<file path="src/rtl/hcbd_pkg.sv">
// Shared types, character codes and helpers for the chunked body decoder.
// No dependencies; used by http_chunked_body_decoder, its checker and the testbench.
`timescale 1ns / 1ps
`default_nettype none

package hcbd_pkg;

    // Sticky error codes reported on the error output.
    typedef enum logic [2:0] {
        ERR_NONE      = 3'd0,
        ERR_SIZE_LINE = 3'd1,
        ERR_OVERFLOW  = 3'd2,
        ERR_SEPARATOR = 3'd3,
        ERR_AFTER_END = 3'd4
    } t_err;

    localparam logic [7:0] CH_TAB   = 8'h09;
    localparam logic [7:0] CH_LF    = 8'h0a;
    localparam logic [7:0] CH_VT    = 8'h0b;
    localparam logic [7:0] CH_FF    = 8'h0c;
    localparam logic [7:0] CH_CR    = 8'h0d;
    localparam logic [7:0] CH_SP    = 8'h20;
    localparam logic [7:0] CH_PLUS  = 8'h2b;
    localparam logic [7:0] CH_MINUS = 8'h2d;
    localparam logic [7:0] CH_ZERO  = 8'h30;
    localparam logic [7:0] CH_NINE  = 8'h39;
    localparam logic [7:0] CH_A_UP  = 8'h41;
    localparam logic [7:0] CH_F_UP  = 8'h46;
    localparam logic [7:0] CH_X_UP  = 8'h58;
    localparam logic [7:0] CH_A_LO  = 8'h61;
    localparam logic [7:0] CH_F_LO  = 8'h66;
    localparam logic [7:0] CH_X_LO  = 8'h78;

    typedef struct packed {
        logic       ok;
        logic [3:0] val;
    } t_hex;

    // Decodes one ASCII hex digit of either case.
    function automatic t_hex hex_digit(input logic [7:0] c);
        t_hex r;
        r.ok  = 1'b0;
        r.val = c[3:0];
        if (c >= CH_ZERO && c <= CH_NINE) begin
            r.ok = 1'b1;
        end else if ((c >= CH_A_LO && c <= CH_F_LO) || (c >= CH_A_UP && c <= CH_F_UP)) begin
            // Letters a..f sit at 0x1..0x6 in their low nibble.
            r.ok  = 1'b1;
            r.val = c[3:0] + 4'd9;
        end
        return r;
    endfunction

endpackage

`default_nettype wire

</file>
<file path="src/rtl/http_chunked_body_decoder.sv">
// Top level of the HTTP/1.1 chunked transfer body decoder.
// Depends on hcbd_pkg for character codes, error codes and hex decoding.
//
//  Channel  | Handshake                | Payload
//  ---------+--------------------------+---------------------------------------------
//  input    | i_in_valid / o_in_ready  | i_in_byte, i_new_message
//  output   | o_out_valid / i_out_ready| o_body_byte, o_body_valid, o_chunk_end,
//           |                          | o_message_done, o_error_code
//
// Every input transaction yields exactly one output transaction; the byte is held
// in the input register and then in the result register. One transaction per cycle
// is sustained while the output does not stall. The parser state and the result
// register are updated together when the byte moves on, so the one-byte state
// loop sets the rate. Reset (synchronous, active low) empties both registers and
// returns the parser to the start of a size line. When the output stalls, the input
// register keeps filling, so one more transaction is taken before o_in_ready drops.
`timescale 1ns / 1ps
`default_nettype none

module http_chunked_body_decoder #(
    parameter int LEN_BITS = 32
) (
    input  wire logic       i_clk,
    input  wire logic       i_rst_n,
    input  wire logic       i_in_valid,
    output logic            o_in_ready,
    input  wire logic [7:0] i_in_byte,
    input  wire logic       i_new_message,
    output logic            o_out_valid,
    input  wire logic       i_out_ready,
    output logic [7:0]      o_body_byte,
    output logic            o_body_valid,
    output logic            o_chunk_end,
    output logic            o_message_done,
    output logic [2:0]      o_error_code
);
    import hcbd_pkg::*;

    // Parser phases. The size line runs LEAD -> NUM/XPRE -> EXT -> LINE_LF,
    // then DATA carries payload, SEP skips CR LF pairs between chunks, and
    // DONE/DONE_LF accept only CR LF pairs after the terminating chunk.
    typedef enum logic [3:0] {
        PH_LEAD    = 4'd0,
        PH_NUM     = 4'd1,
        PH_XPRE    = 4'd2,
        PH_EXT     = 4'd3,
        PH_LINE_LF = 4'd4,
        PH_DATA    = 4'd5,
        PH_SEP     = 4'd6,
        PH_SEP_LF  = 4'd7,
        PH_DONE    = 4'd8,
        PH_DONE_LF = 4'd9
    } t_phase;

    // Full parser state, so that sub-results can be formed and then selected.
    typedef struct packed {
        t_phase              phase;
        logic [LEN_BITS-1:0] count;
        logic                digit_seen;
        logic                zero_prefix;
        t_err                err;
    } t_state;

    // Input register.
    logic                r_in_valid;
    logic [7:0]          r_in_byte;
    logic                r_in_new;

    // Parser state.
    t_state              r_st;
    t_state              n_st;

    // Result register.
    logic                r_out_valid;
    logic [7:0]          r_body_byte;
    logic                r_body_valid;
    logic                r_chunk_end;
    logic                r_message_done;
    t_err                r_error_code;

    logic                n_body_valid;
    logic                n_chunk_end;

    logic                out_load;   // result register takes the buffered byte
    logic                in_load;    // input register takes a new transaction

    assign out_load   = r_in_valid && (!r_out_valid || i_out_ready);
    assign o_in_ready = !r_in_valid || out_load;
    assign in_load    = i_in_valid && o_in_ready;

    // ------------------------------------------------------------------
    // Per-byte parser step. A new message restarts from the reset state
    // before the byte is looked at.
    // ------------------------------------------------------------------
    t_state     cur;
    t_state     num_res;
    t_state     lead_res;
    t_hex       hx;
    logic [7:0] c;
    logic       ovf;
    logic       is_blank;
    logic       is_cr;
    logic       is_lf;
    logic [LEN_BITS-1:0] count_dec;

    always_comb begin
        c = r_in_byte;
        if (r_in_new) begin
            cur.phase       = PH_LEAD;
            cur.count       = '0;
            cur.digit_seen  = 1'b0;
            cur.zero_prefix = 1'b0;
            cur.err         = ERR_NONE;
        end else begin
            cur = r_st;
        end

        hx        = hex_digit(c);
        is_cr     = (c == CH_CR);
        is_lf     = (c == CH_LF);
        is_blank  = (c == CH_SP) || (c == CH_TAB) || (c == CH_LF) ||
                    (c == CH_VT) || (c == CH_FF);
        // Another digit would push the size past LEN_BITS bits.
        ovf       = (cur.count[LEN_BITS-1 -: 4] != 4'd0);
        count_dec = cur.count - {{(LEN_BITS-1){1'b0}}, 1'b1};

        // A byte inside the number part of a size line.
        num_res = cur;
        if (hx.ok) begin
            num_res.zero_prefix = !cur.digit_seen && (c == CH_ZERO);
            num_res.digit_seen  = 1'b1;
            if (ovf) begin
                num_res.err = ERR_OVERFLOW;
            end else begin
                num_res.count = {cur.count[LEN_BITS-5:0], hx.val};
                num_res.phase = PH_NUM;
            end
        end else if ((c == CH_X_LO || c == CH_X_UP) && cur.zero_prefix) begin
            num_res.zero_prefix = 1'b0;
            num_res.phase       = PH_XPRE;
        end else if (is_cr) begin
            num_res.phase = PH_LINE_LF;
        end else begin
            num_res.phase = PH_EXT;
        end

        // A byte where leading blanks or a sign may still stand.
        lead_res = num_res;
        if (is_blank) begin
            lead_res       = cur;
            lead_res.phase = PH_LEAD;
        end else if (c == CH_MINUS) begin
            lead_res     = cur;
            lead_res.err = ERR_SIZE_LINE;
        end else if (c == CH_PLUS) begin
            lead_res       = cur;
            lead_res.phase = PH_NUM;
        end

        n_st         = cur;
        n_body_valid = 1'b0;
        n_chunk_end  = 1'b0;
        if (cur.err == ERR_NONE) begin
            case (cur.phase)
                PH_LEAD: begin
                    n_st = lead_res;
                end
                PH_NUM: begin
                    n_st = num_res;
                end
                PH_XPRE: begin
                    // After 0x only hex digits extend the size.
                    if (hx.ok) begin
                        if (ovf) begin
                            n_st.err = ERR_OVERFLOW;
                        end else begin
                            n_st.count = {cur.count[LEN_BITS-5:0], hx.val};
                            n_st.phase = PH_NUM;
                        end
                    end else if (is_cr) begin
                        n_st.phase = PH_LINE_LF;
                    end else begin
                        n_st.phase = PH_EXT;
                    end
                end
                PH_EXT: begin
                    if (is_cr) begin
                        n_st.phase = PH_LINE_LF;
                    end
                end
                PH_LINE_LF: begin
                    if (is_lf) begin
                        n_st.phase       = (cur.count == '0) ? PH_DONE : PH_DATA;
                        n_st.digit_seen  = 1'b0;
                        n_st.zero_prefix = 1'b0;
                    end else begin
                        n_st.err = ERR_SEPARATOR;
                    end
                end
                PH_DATA: begin
                    n_body_valid = 1'b1;
                    n_st.count   = count_dec;
                    if (count_dec == '0) begin
                        n_chunk_end = 1'b1;
                        n_st.phase  = PH_SEP;
                    end
                end
                PH_SEP: begin
                    // Anything but a CR opens the next size line.
                    if (is_cr) begin
                        n_st.phase = PH_SEP_LF;
                    end else begin
                        n_st = lead_res;
                    end
                end
                PH_SEP_LF: begin
                    if (is_lf) begin
                        n_st.phase = PH_SEP;
                    end else begin
                        n_st.err = ERR_SEPARATOR;
                    end
                end
                PH_DONE: begin
                    if (is_cr) begin
                        n_st.phase = PH_DONE_LF;
                    end else begin
                        n_st.err = ERR_AFTER_END;
                    end
                end
                PH_DONE_LF: begin
                    if (is_lf) begin
                        n_st.phase = PH_DONE;
                    end else begin
                        n_st.err = ERR_SEPARATOR;
                    end
                end
                default: begin
                    n_st.phase = PH_LEAD;
                end
            endcase
        end
    end

    // ------------------------------------------------------------------
    // Registers. Payload registers load without reset; control and the
    // parser state are cleared by reset.
    // ------------------------------------------------------------------
    always_ff @(posedge i_clk) begin
        if (in_load) begin
            r_in_byte <= i_in_byte;
            r_in_new  <= i_new_message;
        end
        if (out_load) begin
            r_body_byte    <= n_body_valid ? c : 8'd0;
            r_body_valid   <= n_body_valid;
            r_chunk_end    <= n_chunk_end;
            r_message_done <= (n_st.phase == PH_DONE) || (n_st.phase == PH_DONE_LF);
            r_error_code   <= n_st.err;
        end
        if (!i_rst_n) begin
            r_in_valid     <= 1'b0;
            r_out_valid    <= 1'b0;
            r_st.phase       <= PH_LEAD;
            r_st.count       <= '0;
            r_st.digit_seen  <= 1'b0;
            r_st.zero_prefix <= 1'b0;
            r_st.err         <= ERR_NONE;
        end else begin
            if (in_load) begin
                r_in_valid <= 1'b1;
            end else if (out_load) begin
                r_in_valid <= 1'b0;
            end
            if (out_load) begin
                r_out_valid <= 1'b1;
                r_st        <= n_st;
            end else if (i_out_ready) begin
                r_out_valid <= 1'b0;
            end
        end
    end

    assign o_out_valid    = r_out_valid;
    assign o_body_byte    = r_body_byte;
    assign o_body_valid   = r_body_valid;
    assign o_chunk_end    = r_chunk_end;
    assign o_message_done = r_message_done;
    assign o_error_code   = r_error_code;

endmodule

`default_nettype wire

</file>
<file path="config.mk">
export PLATFORM = sky130hd
export DESIGN_NAME = http_chunked_body_decoder
export DESIGN_NICKNAME = d
export VERILOG_FILES = /design/src/rtl/hcbd_pkg.sv /design/src/rtl/http_chunked_body_decoder.sv
export SDC_FILE = /design/constraint.sdc
export NUM_CORES = 1
export LEC_CHECK = 0
export ABC_AREA = 1
export BUFFER_PORTS_ARGS = -buffer_cell sky130_fd_sc_hd__buf_2
export CORE_MARGIN = 10
export CORE_UTILIZATION = 55
export DETAILED_ROUTE_END_ITERATION = 16
export PLACE_DENSITY = 0.73
export SLEW_MARGIN = 20
export SYNTH_ARGS = -nofsm -noshare
export SYNTH_HDL_FRONTEND = slang
export SYNTH_SLANG_ARGS = --single-unit
export TNS_END_PERCENT = 30
</file>
<file path="constraint.sdc">
create_clock -name i_clk -period 3.3 [get_ports i_clk]
set_input_delay 0.33 -clock i_clk [delete_from_list [all_inputs] [get_ports i_clk]]
set_output_delay 0.33 -clock i_clk [all_outputs]
set_load 0.02 [all_outputs]
</file>
; ---- After elaboration in Yosys (flattened, before gate mapping)
; Index checks and enable logic that the tools add are counted.
[totals]
ff_bits = 66
output_inout_bits = 16
wordCells = 116
[classes]
addsub = 2
magnitude_cmp = 6
n_eq_ne = 22
n_mux = 43
n_reduce_logical = 29
[op_table]
columns = op, count
row1 = two-way mux 41 bit, 5
row2 = one-hot mux 32 bit (5 select lines), 1
row3 = two-way mux 36 bit, 2
row4 = logical NOT 32 bit, 2
row5 = two-way mux 4 bit, 11
row6 = == test 8 x 4 -> 1 bit (second input constant), 5
row7 = one-hot mux 4 bit (10 select lines), 1
row8 = two-way mux 37 bit, 1
row9 = two-way mux 33 bit, 1
row10 = == test 8 x 6 -> 1 bit (second input constant), 4
row11 = two-way mux 32 bit, 1
row12 = subtractor 32 x 1 -> 32 bit (second input constant), 1
row13 = two-way mux 3 bit, 6
row14 = == test 4 x 3 -> 1 bit (second input constant), 4
row15 = == test 4 bit (second input constant), 4
row16 = == test 8 x 7 -> 1 bit (second input constant), 2
row17 = >= comparator 8 x 7 -> 1 bit (second input constant), 2
row18 = <= comparator 8 x 7 -> 1 bit (second input constant), 2
row19 = one-hot mux 3 bit (5 select lines), 1
row20 = two-way mux 1 bit, 10
row21 = logical OR 1 bit, 9
row22 = == test 4 x 2 -> 1 bit (second input constant), 2
row23 = >= comparator 8 x 6 -> 1 bit (second input constant), 1
row24 = <= comparator 8 x 6 -> 1 bit (second input constant), 1
row25 = 14 further kinds, 23

; ---- Logic depth before layout (Yosys ltp)
[logic_depth]
depth_word = 16
depth_mapped = 22
ltp_nobuf = 21

; ---- Least setup slack after synthesis
; OpenSTA, ideal clock, no wires.
[synth_timing]
path_type = flip-flop to flip-flop
startpoint = register r_in_new
endpoint = register r_message_done (netlist: o_message_done) (data pin)
setup_ns = 0.257
arrival_ns = 2.232
required_time_ns = 3.043
slack_ns = 0.811
stages_incl_launch_ff = 21
n_path_buf = 1
path_cell_list = edfxtp_1 inv_2 buf_6 nand2_1 ha_1 nand2_1 nor2_1 nand3_1 inv_1 nand3_1 nand2_1 nor2_1 nand2_1 nor2_1 nand3_1 nand2_1 nand2_1 nand2_1 nand2_1 nand2_1 nor2_1
[synth_between]
elab_chain_cells = 13
[synth_rtl]
columns = item, line
row1 = start: declaration, http_chunked_body_decoder.sv:67  ; logic r_in_new;
row2 = start signal: assignment, http_chunked_body_decoder.sv:251  ; r_in_new <= i_new_message;
row3 = two-way mux 41 bit *, http_chunked_body_decoder.sv:108  ; if (r_in_new) begin
row4 = branches (longest 9 deep; another with subtractor 32 x 1 -> 32 bit), --
row5 = two-way mux 41 bit *, http_chunked_body_decoder.sv:163  ; if (cur.err == ERR_NONE) begin
row6 = == test 4 bit, http_chunked_body_decoder.sv:257  ; r_message_done <= (n_st.phase == PH_DONE) || (n_st.phase == PH_DONE_LF);
row7 = logical OR 1 bit *, http_chunked_body_decoder.sv:257
row8 = end signal: assignment, http_chunked_body_decoder.sv:257
row9 = end: declaration, http_chunked_body_decoder.sv:78  ; logic r_message_done;
; Every way passes the cells marked *. The select of a mux whose other input is x is not followed.
; A chain may end at the register's enable or synchronous reset.

; ---- Worst setup path in the final report
; Same ends and word-level chain as after synthesis.

==> impl_metrics.toml <==
[drt]
viasPerCell = 6.015
dr_total_vias = 6965
ant_nets = 0
routed_wl_um = 20140
drc = 0
dr.pass1.iters = 6
wl_per_cell_um = 17.39
drt_iter0_drc = 1119

[sta]
setup_violations = 0
period_needed_ns = 2.971
setup_ws_ns = 0.3285
finalHoldViolCount = 0
fin_setup_tns_ns = 0
rsz0062_at_grt = "no"
tightest_slew_ns = 0.9421
fin_worst_skew_ns = 0.01241
period_share_pct = 90.04
maxSlewViolCount = 0
max_freq_mhz = 336.5
relSlewSlack_pct = 37.13

[floorplanning]
ios = 29
dieArea_um2 = 15370
die_x_um = 124.0
rows = 37
core-area_um2 = 10420
start_util_pct = 57.08
die_h_um = 124.0

[status]
status = "finished, final reports clean"

[global_route]
grt.total_usage_pct = 26.42
grt_pass1_vias = 6132
grt_overflow = 0
antenna_found_initial = 0
grt_pass1_wl_um = 32240
grt_max_degree = 54

[layout]
design_area_um2 = 6497
drive_above_1_share_pct = 12.92
seq_area_um2 = 1551
multi_input_area_um2 = 3786
diodes = 0
num-fill-cells = 1069
nets = 1037
final_util_pct = 62.38
syn_to_final_growth_pct = 9.280
layout_commonest_cell = "nand2_1"
final_cell_mix = "295 x nand2_1, 111 x inv_1, 94 x nor2_1, 84 x a21oi_1, 79 x o21ai_0"

[power]
total_power_mw = 2.177
powerDensity_nw_per_um2 = 335.0
ir_drop_v = 0.0002891
power_leakage_nw = 3.385

[place]
dpl.hpwl_um = 15010
post_dp_cell_area_um2 = 6246
dp_slack_ns = 0.2531
finalWeightedCongestion = 1.030
port_buffers = 28

[worst_hold_path]
whs_path_depth = 1
worst_hold_path_type = "in -> reg"

[yosys]
syn_nets = 1006
synth_compound_area_share_pct = 21.49
synth-seq-area-share_pct = 26.09
avgSynthCellArea_um2 = 6.030
ys_types = 43
synth_edf_count = 23
yosys.area_share.simple_pct = 39.75
synth-main-ff-cell = "dfxtp_1"
yosysWarnings = 0
synth_fa_ha_area_share_pct = 1.473
synth_xor_area_share_pct = 0.8838
synthMuxAreaShare_pct = 0
ys_async_sr_fraction_pct = 0
ys_seq_elements = 66
syn_inst = 986
synth_top_family_by_area = "simple AND/OR/NAND/NOR gates"
syn-cell-area_um2 = 5946

[critical_path]
path_common_cell = "nand2_1"
critPathArrivalTime_ns = 3.10
start_kind = "register"
required_ns = 3.43
worst-path-stages = 18
cp_max_fo = 28
r2r.worst_path.cells = 18
slowest_delay_ns = 0.40
crit_type = "reg -> reg"
critPathBufInv = 2
worstSetupEndpointType = "register"
crit_family = "simple AND/OR/NAND/NOR gates"
critPathSlowestCell = "edfxtp_1"
worstPathCellList = "inv_4, buf_6, o21ai_0, nand2_1, nor2_1, nand3_1, nand2_1, nand2_1, nor2_1, nand2_1, nor2_1, nand3_1, nand2_1, nand2_1, nand2_1, nand2_1, nand2_1, nor2_1"

[clock_tree]
cts_made_buffers = 9
htree_num_levels = 3
cts-resized-gates = 0
cts_setup_buffers = 0
cts_tree = "built"
path_clk_slew_ns = 0.08
cts_root_buf = "clkbuf_8"
clockBufferDepth = 2
holdBufCountCts = 0
insertion_delay_ns = 0.37
cts.sinks = 66

[run]
drv_cap = 0
## registers in the layout, indices dropped and copies added (netlist names)
signal,flops
r_st,41
c,8
o_body_byte,8
o_error_code,3
o_body_valid,1
o_chunk_end,1
o_message_done,1
o_out_valid,1
r_in_new,1
r_in_valid,1
## cells in the mapped netlist (12+ instances only)
cell / count / area, um^2
nand3_1: 56 / 280.3
nor2_2: 18 / 112.6
nor2_1: 95 / 356.6
o21ai_0: 79 / 395.4
o21ai_1: 16 / 80.08
nand2_1: 296 / 1111
nor3_1: 12 / 60.06
a21oi_1: 84 / 420.4
clkbuf_1: 19 / 71.32
inv_1: 111 / 416.7
nand2_2: 14 / 87.58
nand4_1: 13 / 81.33
edfxtp_1: 23 / 690.7
o22ai_1: 14 / 87.58
dfxtp_1: 43 / 860.8
## worst reg2reg max path, delay by kind of cell (launching register included)
| family | cells | cell delay (ns) |
|---|---|---|
| and+or+nand+nor | 15 | 1.71 |
| DFF | 1 | 0.40 |
| AOI/OAI and AO/OA | 1 | 0.22 |
| buffers and inverters | 2 | 0.41 |
## layout make-up
| cell class | count | share of cell area, % |
|---|---|---|
| clock inverters | 6 | 1.772 |
| clock buffers | 10 | 1.964 |
| inverters | 120 | 6.971 |
| flip-flops and latches | 66 | 23.88 |
| well taps | 136 | 2.619 |
| repair buffers | 48 | 4.525 |
| multi-input cells | 772 | 58.27 |
## layer usage
metal	vias up	wire, um	share of wire [%]	global-route usage (%)
met5	-	0	0	0
met1	3134	9006	45	38.01
met2	465	8474	42	38.71
met3	46	2249	11	5.294
met4	0	405	2.0	8.345
li1	3320	-	-	-
## path summary, 6_finish.rpt
kind | slack, ns | end | start
worst max-delay path | 0.33 | o_message_done | r_in_new
worst min-delay path | 0.13 | r_in_new | i_new_message
worst max register to register | 0.33 | o_message_done | r_in_new
worst min register to register | 0.47 | r_st[35] | r_st[35]
## power breakdown
group	leakage, nW	internal (mW)	switching, mW	total, mW
clock network	0.117	0.505	0.356	0.860
logic	2.70	0.118	0.314	0.431
registers	0.566	0.869	0.0163	0.885
## per-stage QoR
step                      cells  hold slack [ns]
after floorplan             986           0.4289
after global placement     1142           0.4545
after detailed placement   1142           0.4565
after CTS                  1158           0.1205
after global routing       1158           0.1253
final                      1158           0.1304
## logic make-up after synthesis
logic type / Yosys count
and+or+nand+nor: 531
AOI/OAI and AO/OA: 228
buffers and inverters: 148
DFF: 66
adders and majority gates: 7
xor gates and xnor gates: 6
Power figures use the tool's default switching activity.
